<file path="src/rtl/core/dp2p_pkg.sv">
// ----------------------------------------------------------------------------
// dp2p_pkg
// Shared widths, constants and types of the depth pixel back-projection block.
// ----------------------------------------------------------------------------
`default_nettype none

package dp2p_pkg;

  // Field widths of one depth pixel
  localparam int COORD_BITS = 12;
  localparam int DEPTH_BITS = 16;
  localparam int COLOR_BITS = 8;
  localparam int RGB_BITS   = 3 * COLOR_BITS;

  // Input tdata layout, lowest bit first: col, row, depth, red, green, blue
  localparam int IN_COL_LSB    = 0;
  localparam int IN_ROW_LSB    = IN_COL_LSB + COORD_BITS;
  localparam int IN_DEPTH_LSB  = IN_ROW_LSB + COORD_BITS;
  localparam int IN_RED_LSB    = IN_DEPTH_LSB + DEPTH_BITS;
  localparam int IN_GREEN_LSB  = IN_RED_LSB + COLOR_BITS;
  localparam int IN_BLUE_LSB   = IN_GREEN_LSB + COLOR_BITS;
  localparam int IN_FIELDS_W   = IN_BLUE_LSB + COLOR_BITS;
  localparam int IN_TDATA_W    = ((IN_FIELDS_W + 7) / 8) * 8;

  // Output tdata layout, lowest bit first: x, y, z, packed rgb
  localparam int COORD_OUT_W   = 32;
  localparam int OUT_FIELDS_W  = 3 * COORD_OUT_W + RGB_BITS;
  localparam int OUT_TDATA_W   = ((OUT_FIELDS_W + 7) / 8) * 8;

  // Configuration port
  localparam int CFG_DATA_W    = 32;
  localparam int CENTER_W      = 16;
  localparam int SCALE_W       = 32;
  localparam int SCALE_HALF_W  = SCALE_W / 2;

  typedef enum logic [1:0] {
    CFG_CENTER_X = 2'd0,
    CFG_CENTER_Y = 2'd1,
    CFG_SCALE_X  = 2'd2,
    CFG_SCALE_Y  = 2'd3
  } cfg_index_t;

  localparam logic [CENTER_W-1:0] CENTER_X_RESET = CENTER_W'(8192);
  localparam logic [CENTER_W-1:0] CENTER_Y_RESET = CENTER_W'(6144);

  // Axis datapath widths: |(pix << 4) - center|, times depth, times scale
  localparam int PIX_Q4_W = COORD_BITS + 4;
  localparam int MAG_W    = (PIX_Q4_W > CENTER_W) ? PIX_Q4_W : CENTER_W;
  localparam int DX_W     = MAG_W + 1;
  localparam int M_W      = MAG_W + DEPTH_BITS;
  localparam int A_W      = M_W + SCALE_HALF_W;
  localparam int SUM_W    = A_W + 1;
  localparam int Q_W      = SUM_W - 4;

  // z = round(d * 65536 / 1000) = floor((8192 * d + 62) / 125),
  // done as a multiply by a reciprocal of 125 valid for numerators below 2^30
  localparam int                  ZNUM_W    = DEPTH_BITS + 14;
  localparam int                  ZRECIP_W  = 31;
  localparam logic [ZRECIP_W-1:0] Z_RECIP   = ZRECIP_W'(1099511628);
  localparam int                  Z_SHIFT   = 37;
  localparam int                  ZPROD_W   = ZNUM_W + ZRECIP_W;
  localparam int                  Z_W       = ZPROD_W - Z_SHIFT;
  localparam logic [ZNUM_W-1:0]   Z_ROUND   = ZNUM_W'(62);

  // Pipeline depth and per-stage enables
  localparam int STAGES = 5;
  typedef logic [STAGES-1:0] stage_en_t;

endpackage

`default_nettype wire

</file>
<file path="src/rtl/core/dp2p_axis.sv">
// ----------------------------------------------------------------------------
// dp2p_axis
// Five-stage projection of one image axis: (pix*16 - center) * d * scale,
// Q.36 down to saturated signed Q16.16, magnitude truncated toward zero.
// ----------------------------------------------------------------------------
`default_nettype none

module dp2p_axis (
  input  wire logic                                clk,
  input  wire dp2p_pkg::stage_en_t                 en,
  input  wire logic [dp2p_pkg::COORD_BITS-1:0]     pix,
  input  wire logic [dp2p_pkg::CENTER_W-1:0]       center,
  input  wire logic [dp2p_pkg::DEPTH_BITS-1:0]     depth,
  input  wire logic [dp2p_pkg::SCALE_W-1:0]        scale,
  output logic      [dp2p_pkg::COORD_OUT_W-1:0]    coord
);

  logic [dp2p_pkg::DX_W-1:0]        dx;
  logic                             neg1_r, neg2_r, neg3_r, neg4_r;
  logic [dp2p_pkg::MAG_W-1:0]       mag1_r;
  logic [dp2p_pkg::DEPTH_BITS-1:0]  d1_r;
  logic [dp2p_pkg::M_W-1:0]         m2_r;
  logic [dp2p_pkg::A_W-1:0]         a3_r, b3_r;
  logic [dp2p_pkg::SUM_W-1:0]       sum;
  logic [dp2p_pkg::Q_W-1:0]         q4_r;
  logic                             sat_pos, sat_neg;
  logic [dp2p_pkg::COORD_OUT_W-1:0] coord_nxt, coord_r;

  assign dx = dp2p_pkg::DX_W'({pix, 4'b0000}) - dp2p_pkg::DX_W'(center);

  assign sum = dp2p_pkg::SUM_W'(a3_r)
             + dp2p_pkg::SUM_W'(b3_r >> dp2p_pkg::SCALE_HALF_W);

  // Clamp the magnitude to 2^31-1 when positive, to 2^31 when negative
  assign sat_pos = |q4_r[dp2p_pkg::Q_W-1:31];
  assign sat_neg = (|q4_r[dp2p_pkg::Q_W-1:32]) || (q4_r[31] && (|q4_r[30:0]));

  always_comb begin
    if (!neg4_r) begin
      coord_nxt = sat_pos ? 32'h7FFF_FFFF : q4_r[31:0];
    end else begin
      coord_nxt = sat_neg ? 32'h8000_0000 : (32'd0 - q4_r[31:0]);
    end
  end

  always_ff @(posedge clk) begin
    if (en[0]) begin
      neg1_r <= dx[dp2p_pkg::DX_W-1];
      mag1_r <= dx[dp2p_pkg::DX_W-1] ? dp2p_pkg::MAG_W'(-dx) : dp2p_pkg::MAG_W'(dx);
      d1_r   <= depth;
    end
    if (en[1]) begin
      neg2_r <= neg1_r;
      m2_r   <= dp2p_pkg::M_W'(mag1_r) * dp2p_pkg::M_W'(d1_r);
    end
    if (en[2]) begin
      neg3_r <= neg2_r;
      a3_r   <= dp2p_pkg::A_W'(m2_r)
              * dp2p_pkg::A_W'(scale[dp2p_pkg::SCALE_W-1:dp2p_pkg::SCALE_HALF_W]);
      b3_r   <= dp2p_pkg::A_W'(m2_r) * dp2p_pkg::A_W'(scale[dp2p_pkg::SCALE_HALF_W-1:0]);
    end
    if (en[3]) begin
      neg4_r <= neg3_r;
      q4_r   <= sum[dp2p_pkg::SUM_W-1:4];
    end
    if (en[4]) begin
      coord_r <= coord_nxt;
    end
  end

  assign coord = coord_r;

endmodule

`default_nettype wire

</file>
<file path="config.mk">
export PLATFORM = sky130hd
export DESIGN_NAME = dp2p_axis
export DESIGN_NICKNAME = d
export VERILOG_FILES = /design/src/rtl/core/dp2p_pkg.sv /design/src/rtl/core/dp2p_axis.sv
export SDC_FILE = /design/constraint.sdc
export NUM_CORES = 2
export LEC_CHECK = 0
export BUFFER_PORTS_ARGS = -buffer_cell sky130_fd_sc_hd__buf_2
export CAP_MARGIN = 10
export CELL_PAD_IN_SITES_DETAIL_PLACEMENT = 1
export CELL_PAD_IN_SITES_GLOBAL_PLACEMENT = 2
export CORE_ASPECT_RATIO = 1.5
export CORE_MARGIN = 10
export CORE_UTILIZATION = 40
export CTS_CLUSTER_SIZE = 16
export DETAILED_ROUTE_END_ITERATION = 7
export GPL_ROUTABILITY_DRIVEN = 1
export MAX_ROUTING_LAYER = met4
export PLACE_DENSITY = 0.83
export SLEW_MARGIN = 20
export SYNTH_ARGS = -nofsm -noshare
export SYNTH_HDL_FRONTEND = slang
export SYNTH_SLANG_ARGS = --single-unit
</file>
<file path="constraint.sdc">
create_clock -name clk -period 7.55 [get_ports clk]
set_clock_uncertainty 0.2 [all_clocks]
set_input_delay 0.3775 -clock clk [delete_from_list [all_inputs] [get_ports clk]]
set_output_delay 0.3775 -clock clk [all_outputs]
set_load 0.02 [all_outputs]
</file>
* After elaboration in Yosys (flattened, before gate mapping) *
Cells that the tools add are included.

storage, ports and cells
  register bits after elaboration = 241
  latch bits = 0
  memory bits (writable) = 0
  bits in read-only memories = 0
  input bits = 82
  output and inout port bits = 32
  logic and storage cells = 27
  memories kept = 0

operators by class
  add/sub/neg operators = 4
  multipliers = 3
  div/mod/pow operators = 0
  order comparisons = 0
  equality and inequality tests = 0
  shift-type cells = 0
  multiplexer cells = 4
  bitwise logic cells = 0
  reduce and logical (&&, ||, !) cells = 5

operators by type and width
  cell                                                                  count
  32-bit by 16-bit multiplier with 48-bit output                        2
  32-bit 2-to-1 mux                                                     3
  48-bit by 32-bit adder with 49-bit output                             1
  16-bit by 16-bit multiplier with 32-bit output                        1
  1-bit by 32-bit subtractor with 32-bit output (first input constant)  1
  31-bit OR reduction                                                   1
  16-bit by 16-bit subtractor with 17-bit output                        1
  16-bit 2-to-1 mux                                                     1
  16-bit negation                                                       1
  14-bit OR reduction                                                   1
  13-bit OR reduction                                                   1
  1-bit logical AND                                                     1
  1-bit logical OR                                                      1

* Longest topological paths before layout *
  word-level depth = 5
  gate-level depth with buffers = 25
  gate-level depth less buffers = 24

* Worst setup path after synthesis *
Ideal clock, no wire load.

  kind = register -> register
  start = reg m2_r[12] (netlist name)
  end = reg a3_r[41] (netlist name), data pin
  setup time = 0.276 ns
  arrival time = 6.388 ns
  data required time = 7.074 ns
  slack = 0.687 ns
  cell stages (with the launch flop) = 24
  path buffers = 2
  clock period less this slack = 6.863 ns
  path through = edfxtp_1 > clkbuf_1 > nand2_1 > fa_1 > fa_1 > fa_1 > inv_1 > fa_1 > fa_1 > inv_1 > fa_1 > inv_1 > ha_1 > clkbuf_1 > a21oi_1 > a21oi_1 > a211oi_1 > o311ai_0 > a2111oi_0 > nor3_1 > o21ai_0 > a31o_2 > o311ai_0 > xor2_1

between the ends
  cells in the longest elaborated chain, start to end = 1

ends and longest elaborated chain
  item                                            line             RTL
  start, declared                                 dp2p_axis.sv:22  logic [dp2p_pkg::M_W-1:0] m2_r;
  start signal, assigned                          dp2p_axis.sv:54  m2_r <= dp2p_pkg::M_W'(mag1_r) * dp2p_pkg::M_W'(d1_r);
  32-bit by 16-bit multiplier with 48-bit output  dp2p_axis.sv:59  * dp2p_pkg::A_W'(scale[dp2p_pkg::SCALE_W-1:dp2p_pkg::SCALE_HALF_W]);
  end signal, assigned                            dp2p_axis.sv:58  a3_r <= dp2p_pkg::A_W'(m2_r)
  end, declared                                   dp2p_axis.sv:23  logic [dp2p_pkg::A_W-1:0] a3_r, b3_r;

No other way between the ends.
A chain may end at the register's enable or synchronous reset.

* Worst setup path after layout *
  start = reg m2_r[3] (netlist name)
  end = reg b3_r[28] (netlist name), data pin

between the ends
  cells in the longest elaborated chain, start to end = 1

ends and longest elaborated chain
  item                                            line             RTL
  32-bit by 16-bit multiplier with 48-bit output  dp2p_axis.sv:60  b3_r <= dp2p_pkg::A_W'(m2_r) * dp2p_pkg::A_W'(scale[dp2p_pkg::SCALE_HALF_W-1:0]);
  end signal, assigned                            dp2p_axis.sv:60
  end, declared                                   dp2p_axis.sv:23

No other way between the ends.

==> flow_summary.yaml <==
route:
  drt_iter0_drc: 1169
  route.final.wire_length_um: 142000
  route.antenna.remaining_nets: 0
  firstDrtPassIters: 5
  post_detailed_route_drc_marker_count: 0
  via_count_of_the_routed_design: 36600
  drt-wirelength-per-cell_um: 19.9
  vias_per_cell: 5.12
global_route:
  grt_pass1_wl_um: 228000
  grt_antenna_before_repair: 15
  vias_in_the_first_global_route: 43100
  grt_max_degree: 55
  track_usage_pct: 21.2
  grt_remaining_overflow: 0
sta:
  final_slew_viol_count: 0
  finalCriticalPeriod_ps: 7240
  post-route-period-util_pct: 95.8
  hold_viol_final: 0
  report.final.setup_viol: 0
  tightestPinTransition_ps: 1040
  slew_headroom_pct: 30.5
  fmax_mhz: 138
worst_hold_path:
  min_delay_path_depth: 3
  holdCritStartpoint: "pix[0]"
  timing.hold.worst.class: "in -> reg"
clocking:
  cts_tree: "yes"
  clk-insertion-delay-late_ps: 640
  tritoncts.num_buffers: 29
  cts_sinks: 225
  cts.path.max_buffers: 3
  cts.clk_slew.worst_paths_ps: 60
  htree_levels: 1
  clock_tree_root: "clkbuf_16"
place:
  detailedPlacementHpwl_um: 122000
  port_buffers: 113
  placedInstanceArea_um2: 53400
  gp_congestion: 0.877
setup_path:
  worst_r2r_path_depth: 24
  crit_slowest_cell: "edfxtp_1"
  crit_buf_inv: 7
  max_stage_delay_ps: 530
  crit_path_frequent_cell: "fa_1"
  worst-path-max-fanout: 16
  timing.critical_path.from: "m2_r[3]"
  worstSetupStartpointType: "flip-flop"
  cp.required_ps: 7720
  worst_path_dominant_cell_family: "adder cells"
  cp_num_cells: 24
  worstPathCellList: "buf_4 -> buf_4 -> and2_1 -> fa_1 -> inv_1 -> fa_1 -> inv_1 -> fa_1 -> fa_1 -> fa_1 -> inv_1 -> fa_1 -> inv_1 -> ha_1 -> or2_2 -> a2111oi_0 -> buf_4 -> nor3_1 -> nor2_1 -> o21ai_0 -> a21oi_1 -> o21ai_0 -> a21oi_1 -> xnor2_2"
  crit-reg2reg-launch: "m2_r[3]"
  worstSetupPathType: "reg -> reg"
  end_kind: "flip-flop"
  cp_data_arrival_time_ps: 7400
cells_and_area:
  drive_above_1_share_pct: 7.47
  final_net_count: 7002
  design_area_um2: 54700
  finish.utilization_pct: 43.8
  area.growth.synth_to_final_pct: 9.08
  filler_cell_count: 14400
yosys:
  syn_nets: 6885
  synth_edf_count: 225
  postSynth.topFlopCell: "edfxtp_1"
  synth.distinct_cells: 73
  mappedNetlistArea_um2: 50100
  synth_cells: 5388
  synth-warning-count: 0
  seq_area_frac_synth_pct: 13.5
  synth_top_area_share_pct: 41.1
  synth-seq-cells: 225
  avg_inst_size_synth_um2: 9.31
  synth.largest_area_cell: "fa_1"
  synth.area.top_cells: "fa_1 (41%), edfxtp_1 (13%), ha_1 (9.6%)"
  synth-async-reset-ratio_pct: 0
floorplan:
  placementRows: 159
  vert_die_dim_um: 454
  io_pins: 114
  die_width_um: 309
  start_util_pct: 40.1
  die_area_um2: 140000
  core_area_um2: 125000
run:
  drv_cap: 0
run_status:
  status: "finished clean"
placed cells by master (no fill, tap or decap), types with 25 or more instances in the layout:
cell type | netlist | layout
a21o_1 | 65 | 65
a21oi_1 | 147 | 144
and2_1 | 518 | 518
buf_2 | 3 | 112
buf_4 | 0 | 194
clkbuf_16 | 0 | 29
edfxtp_1 | 225 | 225
fa_1 | 1029 | 1029
ha_1 | 386 | 386
inv_1 | 1159 | 1159
nand2_1 | 858 | 858
nand3_1 | 44 | 44
nor2_1 | 125 | 125
nor2b_1 | 25 | 25
nor3_1 | 33 | 33
o21ai_0 | 80 | 78
xnor2_1 | 126 | 125
xor2_1 | 38 | 38
state kept, by name, indices dropped and copies added, names as in the netlist:
| signal | cells |
|---|---|
| a3_r | 48 |
| b3_r | 32 |
| coord | 32 |
| d1_r | 16 |
| m2_r | 32 |
| mag1_r | 16 |
| neg1_r | 1 |
| neg2_r | 1 |
| neg3_r | 1 |
| neg4_r | 1 |
| q4_r | 45 |
final cells by class:
type                    instances  area (um^2)  area share (%)
multi-input cells            3751        38100            69.7
flip-flops and latches        225         6760            12.4
inverters                    1159         4350            7.95
repair buffers                339         2440            4.47
well taps                    1610         2010            3.68
clock buffers                  30          729            1.33
clock inverters                23          235           0.430
diodes                         12         30.0          0.0549
cell families after synthesis:
| group | share of synthesized area (%) |
|---|---|
| AO/OA/AOI/OAI | 5.86 |
| XOR/XNOR | 2.86 |
| adder cells (fa/ha/maj) | 50.7 |
| buffers and inverters | 10.6 |
| flip-flops | 13.5 |
| multiplexers | 0.0200 |
| AND/OR/NAND/NOR | 16.5 |
synth_stat cells, drive strengths merged, types with 11 or more instances:
cell type	count
nor2b	25
nand2	858
clkbuf	248
xnor2	126
xor2	38
inv	1159
nor2	125
nand3	44
a31oi	15
ha	386
and3	18
nand2b	13
o311ai	13
o31ai	18
and2	518
a21oi	147
nand4	21
o21ai	81
o21a	23
edfxtp	225
o21bai	21
nor3	37
or2	14
a211oi	17
fa	1029
or3	11
a21o	68
timing repair:
item	4_1_cts	5_1_grt
buffers inserted	2	1
hold buffers	20	0
pin swaps	0	2
hold endpoints to repair	47	0
endpoints found under the setup margin	8	15
resized for setup	4	17
worst paths after layout:
kind	end	slack (ps)
hold / removal	mag1_r[4]	80
setup reg to reg	b3_r[28]	310
setup / recovery	b3_r[28]	310
hold reg to reg	neg4_r	250
through the flow:
stage                     std cells  TNS, ps  setup slack (ps)  hold slack (ps)
final                          7149        0               315             79.9
after global routing           7149    -9.54             -9.54              110
after CTS                      7136        0              9.00             59.1
after detailed placement       7061    -2190              -438              231
after global placement         7061    -1310              -308              220
after floorplan                5388        0               687              200
per-layer routing:
metal	part of all wire [%]	global-route usage, %
met4	3.1	5.93
met2	57	41.3
met1	37	22.0
met5	0	-
met3	3.2	2.23
worst register-to-register path, cell delays in order, from the launching register on:
cell and delay [ps]:
edfxtp_1 530, buf_4 240, buf_4 230, and2_1 180
fa_1 490, inv_1 60, fa_1 530, inv_1 50
fa_1 420, fa_1 510, fa_1 490, inv_1 50
fa_1 480, inv_1 40, ha_1 220, or2_2 280
a2111oi_0 430, buf_4 210, nor3_1 60, nor2_1 140
o21ai_0 160, a21oi_1 320, o21ai_0 210, a21oi_1 280
xnor2_2 150
Power is left out: the tool's default activity adds up to more than one toggle a clock period on the data nets, which glitch-free logic cannot reach.
